## src/hdl/obs_pkg.sv

```systemverilog
`timescale 1ns / 1ps

package obs_pkg;

   // full scale of the wheel pwm compare value
   localparam int unsigned PWM_FULL_SCALE = 1000;

   localparam int unsigned DUTY_W   = 10;
   localparam int unsigned ECHO_W   = 15;
   localparam int unsigned MS_W     = 10;
   localparam int unsigned SAMPLE_W = 9;
   localparam int unsigned HIT_W    = 2;
   localparam int unsigned CSR_IDX_W  = 3;
   localparam int unsigned CSR_DATA_W = 15;

   localparam logic [MS_W-1:0]     BRAKE_MS       = MS_W'(150);
   localparam logic [MS_W-1:0]     STRAIGHT_MS    = MS_W'(120);
   localparam logic [MS_W-1:0]     SAMPLE_MS      = MS_W'(10);
   localparam logic [MS_W-1:0]     BLINK_MS       = MS_W'(100);
   localparam logic [SAMPLE_W-1:0] SEEK_LIMIT     = SAMPLE_W'(300);
   localparam logic [HIT_W-1:0]    HITS_NEEDED    = HIT_W'(2);
   localparam logic [DUTY_W-1:0]   STRAIGHT_LEFT  = DUTY_W'(480);
   localparam logic [DUTY_W-1:0]   STRAIGHT_RIGHT = DUTY_W'(150);

   // register indexes
   localparam logic [CSR_IDX_W-1:0] REG_STOP_ECHO_LIMIT  = 3'd0;
   localparam logic [CSR_IDX_W-1:0] REG_SPEED_RUN        = 3'd1;
   localparam logic [CSR_IDX_W-1:0] REG_SPEED_FAST       = 3'd2;
   localparam logic [CSR_IDX_W-1:0] REG_SPEED_SLOW       = 3'd3;
   localparam logic [CSR_IDX_W-1:0] REG_SPEED_LEFT_INNER = 3'd4;
   localparam logic [CSR_IDX_W-1:0] REG_TIME_VEER_RIGHT  = 3'd5;
   localparam logic [CSR_IDX_W-1:0] REG_TIME_PASS        = 3'd6;
   localparam logic [CSR_IDX_W-1:0] REG_RETURN_TURN_MS   = 3'd7;

   typedef enum logic [3:0] {
      PH_CRUISE   = 4'd0,
      PH_BRAKE    = 4'd1,
      PH_VEER     = 4'd2,
      PH_PASS     = 4'd3,
      PH_TURN     = 4'd4,
      PH_SEEK     = 4'd5,
      PH_STRAIGHT = 4'd6,
      PH_DONE     = 4'd7,
      PH_FAILED   = 4'd8
   } phase_type;

   typedef struct packed {
      logic [ECHO_W-1:0] stop_echo_limit;
      logic [DUTY_W-1:0] speed_run;
      logic [DUTY_W-1:0] speed_fast;
      logic [DUTY_W-1:0] speed_slow;
      logic [DUTY_W-1:0] speed_left_inner;
      logic [MS_W-1:0]   time_veer_right;
      logic [MS_W-1:0]   time_pass;
      logic [MS_W-1:0]   return_turn_ms;
   } cfg_type;

   typedef struct packed {
      logic [3:0]        line_sensors;
      logic              echo_ready;
      logic [ECHO_W-1:0] echo_us;
      logic              echo_timeout;
   } req_type;

   typedef struct packed {
      logic [DUTY_W-1:0] left_duty;
      logic              left_forward;
      logic [DUTY_W-1:0] right_duty;
      logic              right_forward;
      logic              led_on;
      logic [3:0]        phase_now;
   } rsp_type;

   function automatic logic [DUTY_W-1:0] sat_duty(input logic [DUTY_W-1:0] d);
      logic [DUTY_W-1:0] v;
      begin
         v = (32'(d) > PWM_FULL_SCALE) ? DUTY_W'(PWM_FULL_SCALE) : d;
         return v;
      end
   endfunction

endpackage

```

## src/hdl/obs_if.sv

```systemverilog
`timescale 1ns / 1ps

interface obs_req_if;
   logic                          valid;
   logic                          ready;
   logic [3:0]                    line_sensors;
   logic                          echo_ready;
   logic [obs_pkg::ECHO_W-1:0]    echo_us;
   logic                          echo_timeout;

   modport source (output valid, line_sensors, echo_ready, echo_us, echo_timeout,
                   input ready);
   modport sink   (input valid, line_sensors, echo_ready, echo_us, echo_timeout,
                   output ready);
endinterface

interface obs_rsp_if;
   logic                          valid;
   logic                          ready;
   logic [obs_pkg::DUTY_W-1:0]    left_duty;
   logic                          left_forward;
   logic [obs_pkg::DUTY_W-1:0]    right_duty;
   logic                          right_forward;
   logic                          led_on;
   logic [3:0]                    phase_now;

   modport source (output valid, left_duty, left_forward, right_duty, right_forward,
                   led_on, phase_now, input ready);
   modport sink   (input valid, left_duty, left_forward, right_duty, right_forward,
                   led_on, phase_now, output ready);
endinterface

```

## src/hdl/obs_regs.sv

```systemverilog
`timescale 1ns / 1ps

module obs_regs (
   input  logic                              clock,
   input  logic                              reset,
   input  logic                              csr_write_enable,
   input  logic [obs_pkg::CSR_IDX_W-1:0]     csr_index,
   input  logic [obs_pkg::CSR_DATA_W-1:0]    csr_write_data,
   output obs_pkg::cfg_type                  cfg
);

   obs_pkg::cfg_type cfg_ff;
   obs_pkg::cfg_type cfg_in;

   always_comb begin
      cfg_in = cfg_ff;
      if (csr_write_enable) begin
         unique case (csr_index)
            obs_pkg::REG_STOP_ECHO_LIMIT:  cfg_in.stop_echo_limit  = csr_write_data;
            obs_pkg::REG_SPEED_RUN:        cfg_in.speed_run        = csr_write_data[9:0];
            obs_pkg::REG_SPEED_FAST:       cfg_in.speed_fast       = csr_write_data[9:0];
            obs_pkg::REG_SPEED_SLOW:       cfg_in.speed_slow       = csr_write_data[9:0];
            obs_pkg::REG_SPEED_LEFT_INNER: cfg_in.speed_left_inner = csr_write_data[9:0];
            obs_pkg::REG_TIME_VEER_RIGHT:  cfg_in.time_veer_right  = csr_write_data[9:0];
            obs_pkg::REG_TIME_PASS:        cfg_in.time_pass        = csr_write_data[9:0];
            obs_pkg::REG_RETURN_TURN_MS:   cfg_in.return_turn_ms   = csr_write_data[9:0];
            default:                       cfg_in = cfg_ff;
         endcase
      end
   end

   always_ff @(posedge clock) begin
      if (reset) begin
         cfg_ff.stop_echo_limit  <= 15'd696;
         cfg_ff.speed_run        <= 10'd300;
         cfg_ff.speed_fast       <= 10'd460;
         cfg_ff.speed_slow       <= 10'd130;
         cfg_ff.speed_left_inner <= 10'd60;
         cfg_ff.time_veer_right  <= 10'd150;
         cfg_ff.time_pass        <= 10'd480;
         cfg_ff.return_turn_ms   <= 10'd380;
      end else begin
         cfg_ff <= cfg_in;
      end
   end

   assign cfg = cfg_ff;

endmodule

```

## src/hdl/obs_ctrl.sv

```systemverilog
`timescale 1ns / 1ps

module obs_ctrl (
   input  logic               clock,
   input  logic               reset,
   input  logic               step,
   input  obs_pkg::req_type   item,
   input  obs_pkg::cfg_type   cfg,
   output obs_pkg::rsp_type   result
);

   obs_pkg::phase_type                 phase_ff, phase_in;
   logic [obs_pkg::MS_W-1:0]           ms_ff, ms_in;
   logic [obs_pkg::SAMPLE_W-1:0]       samples_ff, samples_in;
   logic [obs_pkg::HIT_W-1:0]          hits_ff, hits_in;
   logic                               blink_ff, blink_in;

   obs_pkg::phase_type                 cur;
   logic [obs_pkg::MS_W-1:0]           ms_cur;
   logic [obs_pkg::MS_W:0]             ms_inc;
   logic [obs_pkg::SAMPLE_W-1:0]       samples_inc;
   logic [obs_pkg::HIT_W-1:0]          hits_inc;
   logic [obs_pkg::DUTY_W-1:0]         ld, rd, ld_sat, rd_sat;
   logic                               led;
   logic [3:0]                         shown;
   logic                               trigger;

   always_comb begin
      trigger = (phase_ff == obs_pkg::PH_CRUISE) && item.echo_ready && !item.echo_timeout &&
                (item.echo_us != '0) && (item.echo_us <= cfg.stop_echo_limit);
      cur    = trigger ? obs_pkg::PH_BRAKE : phase_ff;
      ms_cur = trigger ? '0 : ms_ff;
      ms_inc = {1'b0, ms_cur} + 1'b1;
      samples_inc = samples_ff + 1'b1;
      hits_inc = (hits_ff < obs_pkg::HITS_NEEDED) ? hits_ff + 1'b1 : hits_ff;

      phase_in   = cur;
      ms_in      = ms_cur;
      samples_in = samples_ff;
      hits_in    = hits_ff;
      blink_in   = blink_ff;
      ld    = '0;
      rd    = '0;
      led   = 1'b1;
      shown = 4'(cur);

      unique case (cur)
         obs_pkg::PH_CRUISE: begin
            ld  = cfg.speed_run;
            rd  = cfg.speed_run;
            led = 1'b0;
         end
         obs_pkg::PH_BRAKE: begin
            ms_in = ms_inc[obs_pkg::MS_W-1:0];
            if (ms_inc >= {1'b0, obs_pkg::BRAKE_MS}) begin
               phase_in = obs_pkg::PH_VEER;
               ms_in    = '0;
            end
         end
         obs_pkg::PH_VEER: begin
            ld    = cfg.speed_fast;
            rd    = cfg.speed_slow;
            ms_in = ms_inc[obs_pkg::MS_W-1:0];
            if (ms_inc >= {1'b0, cfg.time_veer_right}) begin
               phase_in = obs_pkg::PH_PASS;
               ms_in    = '0;
            end
         end
         obs_pkg::PH_PASS: begin
            ld    = cfg.speed_run;
            rd    = cfg.speed_run;
            ms_in = ms_inc[obs_pkg::MS_W-1:0];
            if (ms_inc >= {1'b0, cfg.time_pass}) begin
               phase_in = obs_pkg::PH_TURN;
               ms_in    = '0;
            end
         end
         obs_pkg::PH_TURN: begin
            ld    = cfg.speed_left_inner;
            rd    = cfg.speed_fast;
            ms_in = ms_inc[obs_pkg::MS_W-1:0];
            if (ms_inc >= {1'b0, cfg.return_turn_ms}) begin
               phase_in   = obs_pkg::PH_SEEK;
               ms_in      = '0;
               samples_in = '0;
               hits_in    = '0;
            end
         end
         obs_pkg::PH_SEEK: begin
            ld = cfg.speed_run;
            rd = cfg.speed_run;
            // sample on the first tick of each slot
            if ((ms_cur == '0) && (item.line_sensors != '0) &&
                (hits_inc >= obs_pkg::HITS_NEEDED)) begin
               hits_in  = hits_inc;
               phase_in = obs_pkg::PH_STRAIGHT;
               ms_in    = '0;
            end else begin
               if (ms_cur == '0) begin
                  hits_in = (item.line_sensors != '0) ? hits_inc : '0;
               end
               ms_in = ms_inc[obs_pkg::MS_W-1:0];
               if (ms_inc >= {1'b0, obs_pkg::SAMPLE_MS}) begin
                  ms_in      = '0;
                  samples_in = samples_inc;
                  if (samples_inc >= obs_pkg::SEEK_LIMIT) begin
                     phase_in = obs_pkg::PH_FAILED;
                     blink_in = 1'b1;
                  end
               end
            end
         end
         obs_pkg::PH_STRAIGHT: begin
            ld    = obs_pkg::STRAIGHT_LEFT;
            rd    = obs_pkg::STRAIGHT_RIGHT;
            ms_in = ms_inc[obs_pkg::MS_W-1:0];
            if (ms_inc >= {1'b0, obs_pkg::STRAIGHT_MS}) begin
               phase_in = obs_pkg::PH_DONE;
               ms_in    = '0;
            end
         end
         obs_pkg::PH_FAILED: begin
            led   = blink_ff;
            ms_in = ms_inc[obs_pkg::MS_W-1:0];
            if (ms_inc >= {1'b0, obs_pkg::BLINK_MS}) begin
               ms_in    = '0;
               blink_in = ~blink_ff;
            end
         end
         default: begin
            // done, and any code that cannot be reached
            shown = 4'(obs_pkg::PH_DONE);
         end
      endcase

      ld_sat = obs_pkg::sat_duty(ld);
      rd_sat = obs_pkg::sat_duty(rd);
      result.left_duty     = ld_sat;
      result.left_forward  = (ld_sat != '0);
      result.right_duty    = rd_sat;
      result.right_forward = (rd_sat != '0);
      result.led_on        = led;
      result.phase_now     = shown;
   end

   always_ff @(posedge clock) begin
      if (reset) begin
         phase_ff   <= obs_pkg::PH_CRUISE;
         ms_ff      <= '0;
         samples_ff <= '0;
         hits_ff    <= '0;
         blink_ff   <= 1'b0;
      end else if (step) begin
         phase_ff   <= phase_in;
         ms_ff      <= ms_in;
         samples_ff <= samples_in;
         hits_ff    <= hits_in;
         blink_ff   <= blink_in;
      end
   end

endmodule

```

## src/hdl/obstacle_bypass_sequencer.sv

```systemverilog
`timescale 1ns / 1ps
// channel | direction | handshake     | payload
// req     | in        | valid / ready | line_sensors, echo_ready, echo_us, echo_timeout
// rsp     | out       | valid / ready | left_duty, left_forward, right_duty,
//         |           |               | right_forward, led_on, phase_now
// csr     | in        | write enable  | index (3b), write data (15b)
//
// one tick item per cycle sustained while rsp ready stays high; a tick is held in the input
// register, then its result in the result register (input register, then result register),
// and the result is presented from there; the sequencer state updates as the result loads
// reset is synchronous and active high: cruise phase, registers back to their defaults
// a stalled result holds in the result register while the input register takes one more tick

module obstacle_bypass_sequencer (
   input  logic                              clock,
   input  logic                              reset,
   obs_req_if.sink                           req,
   obs_rsp_if.source                         rsp,
   input  logic                              csr_write_enable,
   input  logic [obs_pkg::CSR_IDX_W-1:0]     csr_index,
   input  logic [obs_pkg::CSR_DATA_W-1:0]    csr_write_data
);

   obs_pkg::cfg_type cfg;

   // input register
   logic             in_valid_ff, in_valid_in;
   obs_pkg::req_type in_item_ff;

   // result register
   logic             out_valid_ff, out_valid_in;
   obs_pkg::rsp_type out_item_ff;
   obs_pkg::rsp_type result;

   logic             advance;
   logic             req_xfer;

   // a tick moves to the result register when that register is empty or being drained
   assign advance  = in_valid_ff && (!out_valid_ff || rsp.ready);
   assign req.ready = !in_valid_ff || advance;
   assign req_xfer = req.valid && req.ready;

   assign in_valid_in  = req_xfer ? 1'b1 : (advance ? 1'b0 : in_valid_ff);
   assign out_valid_in = advance ? 1'b1 : (rsp.ready ? 1'b0 : out_valid_ff);

   obs_regs u_regs (
      .clock            (clock),
      .reset            (reset),
      .csr_write_enable (csr_write_enable),
      .csr_index        (csr_index),
      .csr_write_data   (csr_write_data),
      .cfg              (cfg)
   );

   // phase sequencer: state steps once per tick that reaches the result register
   obs_ctrl u_ctrl (
      .clock  (clock),
      .reset  (reset),
      .step   (advance),
      .item   (in_item_ff),
      .cfg    (cfg),
      .result (result)
   );

   always_ff @(posedge clock) begin
      if (reset) begin
         in_valid_ff  <= 1'b0;
         out_valid_ff <= 1'b0;
      end else begin
         in_valid_ff  <= in_valid_in;
         out_valid_ff <= out_valid_in;
      end
   end

   // payload registers carry no reset
   always_ff @(posedge clock) begin
      if (req_xfer) begin
         in_item_ff.line_sensors <= req.line_sensors;
         in_item_ff.echo_ready   <= req.echo_ready;
         in_item_ff.echo_us      <= req.echo_us;
         in_item_ff.echo_timeout <= req.echo_timeout;
      end
      if (advance) begin
         out_item_ff <= result;
      end
   end

   assign rsp.valid         = out_valid_ff;
   assign rsp.left_duty     = out_item_ff.left_duty;
   assign rsp.left_forward  = out_item_ff.left_forward;
   assign rsp.right_duty    = out_item_ff.right_duty;
   assign rsp.right_forward = out_item_ff.right_forward;
   assign rsp.led_on        = out_item_ff.led_on;
   assign rsp.phase_now     = out_item_ff.phase_now;

endmodule

```

## src/flat_wrapper.sv

```systemverilog
// flat-port wrapper written by rule: the top's interface ports become plain ports
module obstacle_bypass_sequencer_flat 
  (clock, reset, csr_write_enable, csr_index, csr_write_data, req_valid, req_line_sensors, req_echo_ready, req_echo_us, req_echo_timeout, req_ready, rsp_valid, rsp_left_duty, rsp_left_forward, rsp_right_duty, rsp_right_forward, rsp_led_on, rsp_phase_now, rsp_ready);
  obs_req_if req_i ();
  obs_rsp_if rsp_i ();
  input  logic clock;
  input  logic reset;
  input  logic csr_write_enable;
  input  logic [obs_pkg::CSR_IDX_W-1:0] csr_index;
  input  logic [obs_pkg::CSR_DATA_W-1:0] csr_write_data;
  input wire logic [$bits(req_i.valid)-1:0] req_valid;
  input wire logic [$bits(req_i.line_sensors)-1:0] req_line_sensors;
  input wire logic [$bits(req_i.echo_ready)-1:0] req_echo_ready;
  input wire logic [$bits(req_i.echo_us)-1:0] req_echo_us;
  input wire logic [$bits(req_i.echo_timeout)-1:0] req_echo_timeout;
  output wire logic [$bits(req_i.ready)-1:0] req_ready;
  output wire logic [$bits(rsp_i.valid)-1:0] rsp_valid;
  output wire logic [$bits(rsp_i.left_duty)-1:0] rsp_left_duty;
  output wire logic [$bits(rsp_i.left_forward)-1:0] rsp_left_forward;
  output wire logic [$bits(rsp_i.right_duty)-1:0] rsp_right_duty;
  output wire logic [$bits(rsp_i.right_forward)-1:0] rsp_right_forward;
  output wire logic [$bits(rsp_i.led_on)-1:0] rsp_led_on;
  output wire logic [$bits(rsp_i.phase_now)-1:0] rsp_phase_now;
  input wire logic [$bits(rsp_i.ready)-1:0] rsp_ready;
  assign req_i.valid = req_valid;
  assign req_i.line_sensors = req_line_sensors;
  assign req_i.echo_ready = req_echo_ready;
  assign req_i.echo_us = req_echo_us;
  assign req_i.echo_timeout = req_echo_timeout;
  assign req_ready = req_i.ready;
  assign rsp_valid = rsp_i.valid;
  assign rsp_left_duty = rsp_i.left_duty;
  assign rsp_left_forward = rsp_i.left_forward;
  assign rsp_right_duty = rsp_i.right_duty;
  assign rsp_right_forward = rsp_i.right_forward;
  assign rsp_led_on = rsp_i.led_on;
  assign rsp_phase_now = rsp_i.phase_now;
  assign rsp_i.ready = rsp_ready;
  obstacle_bypass_sequencer u_core (.clock(clock), .reset(reset), .req(req_i), .rsp(rsp_i), .csr_write_enable(csr_write_enable), .csr_index(csr_index), .csr_write_data(csr_write_data));
endmodule
```

## config.mk

```make
export PLATFORM = sky130hd
export DESIGN_NAME = obstacle_bypass_sequencer_flat
export DESIGN_NICKNAME = d
export VERILOG_FILES = /design/src/hdl/obs_pkg.sv /design/src/hdl/obs_if.sv /design/src/hdl/obs_regs.sv /design/src/hdl/obs_ctrl.sv /design/src/hdl/obstacle_bypass_sequencer.sv /design/src/flat_wrapper.sv
export SDC_FILE = /design/constraint.sdc
export NUM_CORES = 1
export LEC_CHECK = 0
export BUFFER_PORTS_ARGS = -buffer_cell sky130_fd_sc_hd__buf_2
export CORE_MARGIN = 2
export CORE_UTILIZATION = 30
export CTS_CLUSTER_SIZE = 40
export DETAILED_ROUTE_END_ITERATION = 12
export HOLD_SLACK_MARGIN = 0.08
export PLACE_DENSITY = 0.58
export SLEW_MARGIN = 25
export SYNTH_ARGS = -nofsm -noshare
export SYNTH_HDL_FRONTEND = slang
export SYNTH_SLANG_ARGS = --single-unit
export TNS_END_PERCENT = 5
```

## constraint.sdc

```tcl
create_clock -name clock -period 6.5 [get_ports clock]
set_input_delay 0.65 -clock clock [delete_from_list [all_inputs] [get_ports clock]]
set_output_delay 0.65 -clock clock [all_outputs]
set_load 0.005 [all_outputs]
```

==> impl_metrics.ini <==
[clock_network]
insertion_delay_ps = 440
postCtsHoldBufs = 0
clock_sinks = 161
cts_buffer_depth = 2
cts_buffers = 17
ctsHtreeMaxLevel = 4
cts_setup_buffers = 0
clock-root-buffer = clkbuf_16
cts_tree = done
clk_pin_slew_ps = 70
ctsResizeCount = 0

[placement]
port_buffers = 72
place_congestion = 0.8394
hpwlAfterDp_mm = 16.24

[pwr]
power_density_nw_per_um2 = 232.7
vdd.ir_drop.worst_mv = 0.1399
p_leak_nw = 3.747
fin_total_pwr_mw = 2.287

[die]
die_area_um2 = 29690
ios = 73
num_rows = 61
die_h_um = 172.3
die_x_um = 172.3
core_um2 = 27860
start_util_pct = 30.51

[synthesis]
synth_edf_count = 48
yosysSeqAreaShare_pct = 43.58
avgSynthCellArea_um2 = 8.567
ys_ff_latch = 161
synth_top_area_cell = dfxtp_1
syn_nets = 1078
synth_flop_cell = dfxtp_1
synth.distinct_cells = 74
synth_area_um2 = 8498
synth.top_cells.by_count = nand2_1, dfxtp_1, a21oi_1, nor2_1, inv_1
yosysWarnings = 0
synthArstFlopShare_pct = 0
yosysMostFrequentCell = nand2_1
ys_top_cells_by_area = dfxtp_1, edfxtp_1, nand2_1, ha_1, a21oi_1
syn_inst = 992
yosys.area.top_type_share_pct = 26.62

[grt]
grt_pass1_wl_mm = 36.78
antenna_found_initial = 0
grt_usage_pct = 15.90
overflow = 0
grt_max_degree = 75
grt_pass1_vias = 6835

[timing]
rsz0062_at_grt = no
skew_ps = 14.92
slew_violations = 0
finalHoldViolations = 0
setup_viol = 0
tns_ps = 0
max_slew_margin_pct = 34.91
worstMarginPinSlew_ps = 972.8
timing.fmax_ghz = 0.1741
fin_crit_ps = 5743
period_share_pct = 88.36

[finish]
nets = 1127
drive_above_1_share_pct = 13.76
multiInputGateArea_um2 = 4337
antennaDiodeCount = 0
area_growth_pct = 15.64
final_util_pct = 35.28
regArea_um2 = 3704
nFillCells = 2875

[routing]
routed_via_density = 5.098
firstDrtPassIters = 5
vias = 7300
wl_met1_mm = 10.70
top_layer = met4
drcViolationCount = 0
wl_per_cell_um = 15.87
wl_met3_mm = 1.019
drt_wl_total_mm = 22.72
route.met2.wl_mm = 10.71
first_iter_violations = 437
ant_nets = 0

[worst_setup_path]
r2r_slack_ps = 760
r2r_cells = 20
path_max_fanout = 13
crit_type = reg2reg
reg2reg_to = u_core.u_ctrl.ms_ff[3]$_SDFFE_PP0P_
reg2reg_from = u_core.in_item_ff[11]$_DFFE_PP_
cp.arrival_ps = 6100
cp-start-kind = register
required_ps = 6860
cp_slowest_cell = a221oi_1
crit_chain = ha_1 -> a21oi_1 -> o21ai_0 -> a221oi_1 -> o221ai_1 -> nand2_1 -> inv_1 -> ha_1 -> xnor2_1 -> ha_1 -> nand2_1 -> o21a_1 -> a221oi_1 -> o31ai_1 -> a21oi_1 -> o2111ai_1 -> nand2_1 -> o2111ai_2 -> nand4_1 -> a31oi_2
startpoint = u_core.in_item_ff[11]$_DFFE_PP_
end_kind = register
worstSetupEndpoint = u_core.u_ctrl.ms_ff[3]$_SDFFE_PP0P_
slowest_delay_ps = 750

[worst_hold_path]
hold_class = in2reg

[run_status]
outcome = finished, final reports clean

[run]
drv_cap = 0
worst max-delay path: cells and delay by family (launching register included):
kind	cells	cell delay, ps
AO/OA/AOI/OAI	11	3100
XOR/XNOR	1	410
adder cells (fa/ha/maj)	3	1010
buffers and inverters	1	120
flip-flops	1	390
AND/OR/NAND/NOR	4	600
placed cells by master, fill, tap and decap left out, types with 7 or more instances in the layout:
cell,synthesis,final
nand2_1,175,175
dfxtp_1,113,113
a21oi_1,81,81
nor2_1,81,81
buf_2,3,71
inv_1,63,63
edfxtp_1,48,48
ha_1,42,42
o21ai_0,31,31
nand3_1,24,24
nand3b_1,23,23
nor3_1,25,22
clkbuf_16,0,17
nand4_1,16,16
a211o_1,16,16
a22oi_1,15,15
buf_4,0,15
mux2i_1,12,12
a221oi_1,11,11
a31oi_1,10,10
nand2b_1,9,9
nor2b_1,8,8
xnor2_1,8,8
nor4_1,7,7
sequential cells by signal (all words and copies together), names as in the netlist:
name / cells
u_core.u_ctrl.ms_ff: 10
u_core.rsp.valid: 1
u_core.rsp.right_duty: 10
u_core.rsp.phase_now: 4
u_core.u_ctrl.samples_ff: 9
u_core.u_regs.cfg: 85
u_core.u_ctrl.phase_ff: 4
u_core.rsp.left_duty: 10
u_core.in_valid_ff: 1
u_core.u_ctrl.blink_ff: 1
u_core.u_ctrl.hits_ff: 2
u_core.rsp.right_forward: 1
u_core.rsp.led_on: 1
u_core.in_item_ff: 21
u_core.rsp.left_forward: 1
kinds of logic after synthesis:
logic type	synth area share, %
mux	1.811
compound gates	18.35
xor+xnor	1.237
flops	43.58
fa+ha+maj	6.566
buf+inv	5.580
simple gates	22.88
stage by stage:
stage	hold slack (ps)	std cells	instance area [µm²]	worst slack [ps]
after floorplan	432.7	992	8498	1672
after global placement	443.0	1400	9216	1032
after detailed placement	447.2	1400	9216	862.9
after CTS	371.0	1432	9826	822.6
after global routing	365.7	1432	9827	329.0
final	387.1	1432	9827	756.7
power breakdown:
group	internal [mW]	switching, mW	leakage, nW
Sequential	1.07	0.0165	1.37
Clock	0.522	0.497	0.295
Combinational	0.0654	0.118	2.09
worst min path at each step:
stage	start	to	slack, ps	depth (start not counted)
final	req_echo_us[12]	u_core.in_item_ff[13]$_DFFE_PP_	390	1
after global routing	req_echo_timeout	u_core.in_item_ff[0]$_DFFE_PP_	370	1
after CTS	req_line_sensors[0]	u_core.in_item_ff[17]$_DFFE_PP_	370	1
after detailed placement	u_core.u_regs.cfg[69]$_SDFFE_PP0P_	u_core.u_regs.cfg[69]$_SDFFE_PP0P_	450	2
after global placement	u_core.u_regs.cfg[44]$_SDFFE_PP0P_	u_core.u_regs.cfg[44]$_SDFFE_PP0P_	440	2
after floorplan	u_core.u_regs.cfg[63]$_SDFFE_PP1P_	u_core.u_regs.cfg[63]$_SDFFE_PP1P_	430	2
layer usage:
layer	vias to the layer above	track usage [%]
met2	198	26.80
li1	3639	-
met1	3443	20.77
met4	0	4.238
met3	20	3.136
met5	-	0
area by class of cell:
class                           instances  share of cell area, %
Multi-Input combinational cell        712                  44.13
Sequential cell                       161                  37.69
Tap cell                              378                  4.813
Timing Repair Buffer                   86                  4.762
Clock buffer                           17                  4.329
Inverter                               63                  2.406
Clock inverter                         15                  1.872
(Power assumes the default switching activity.)
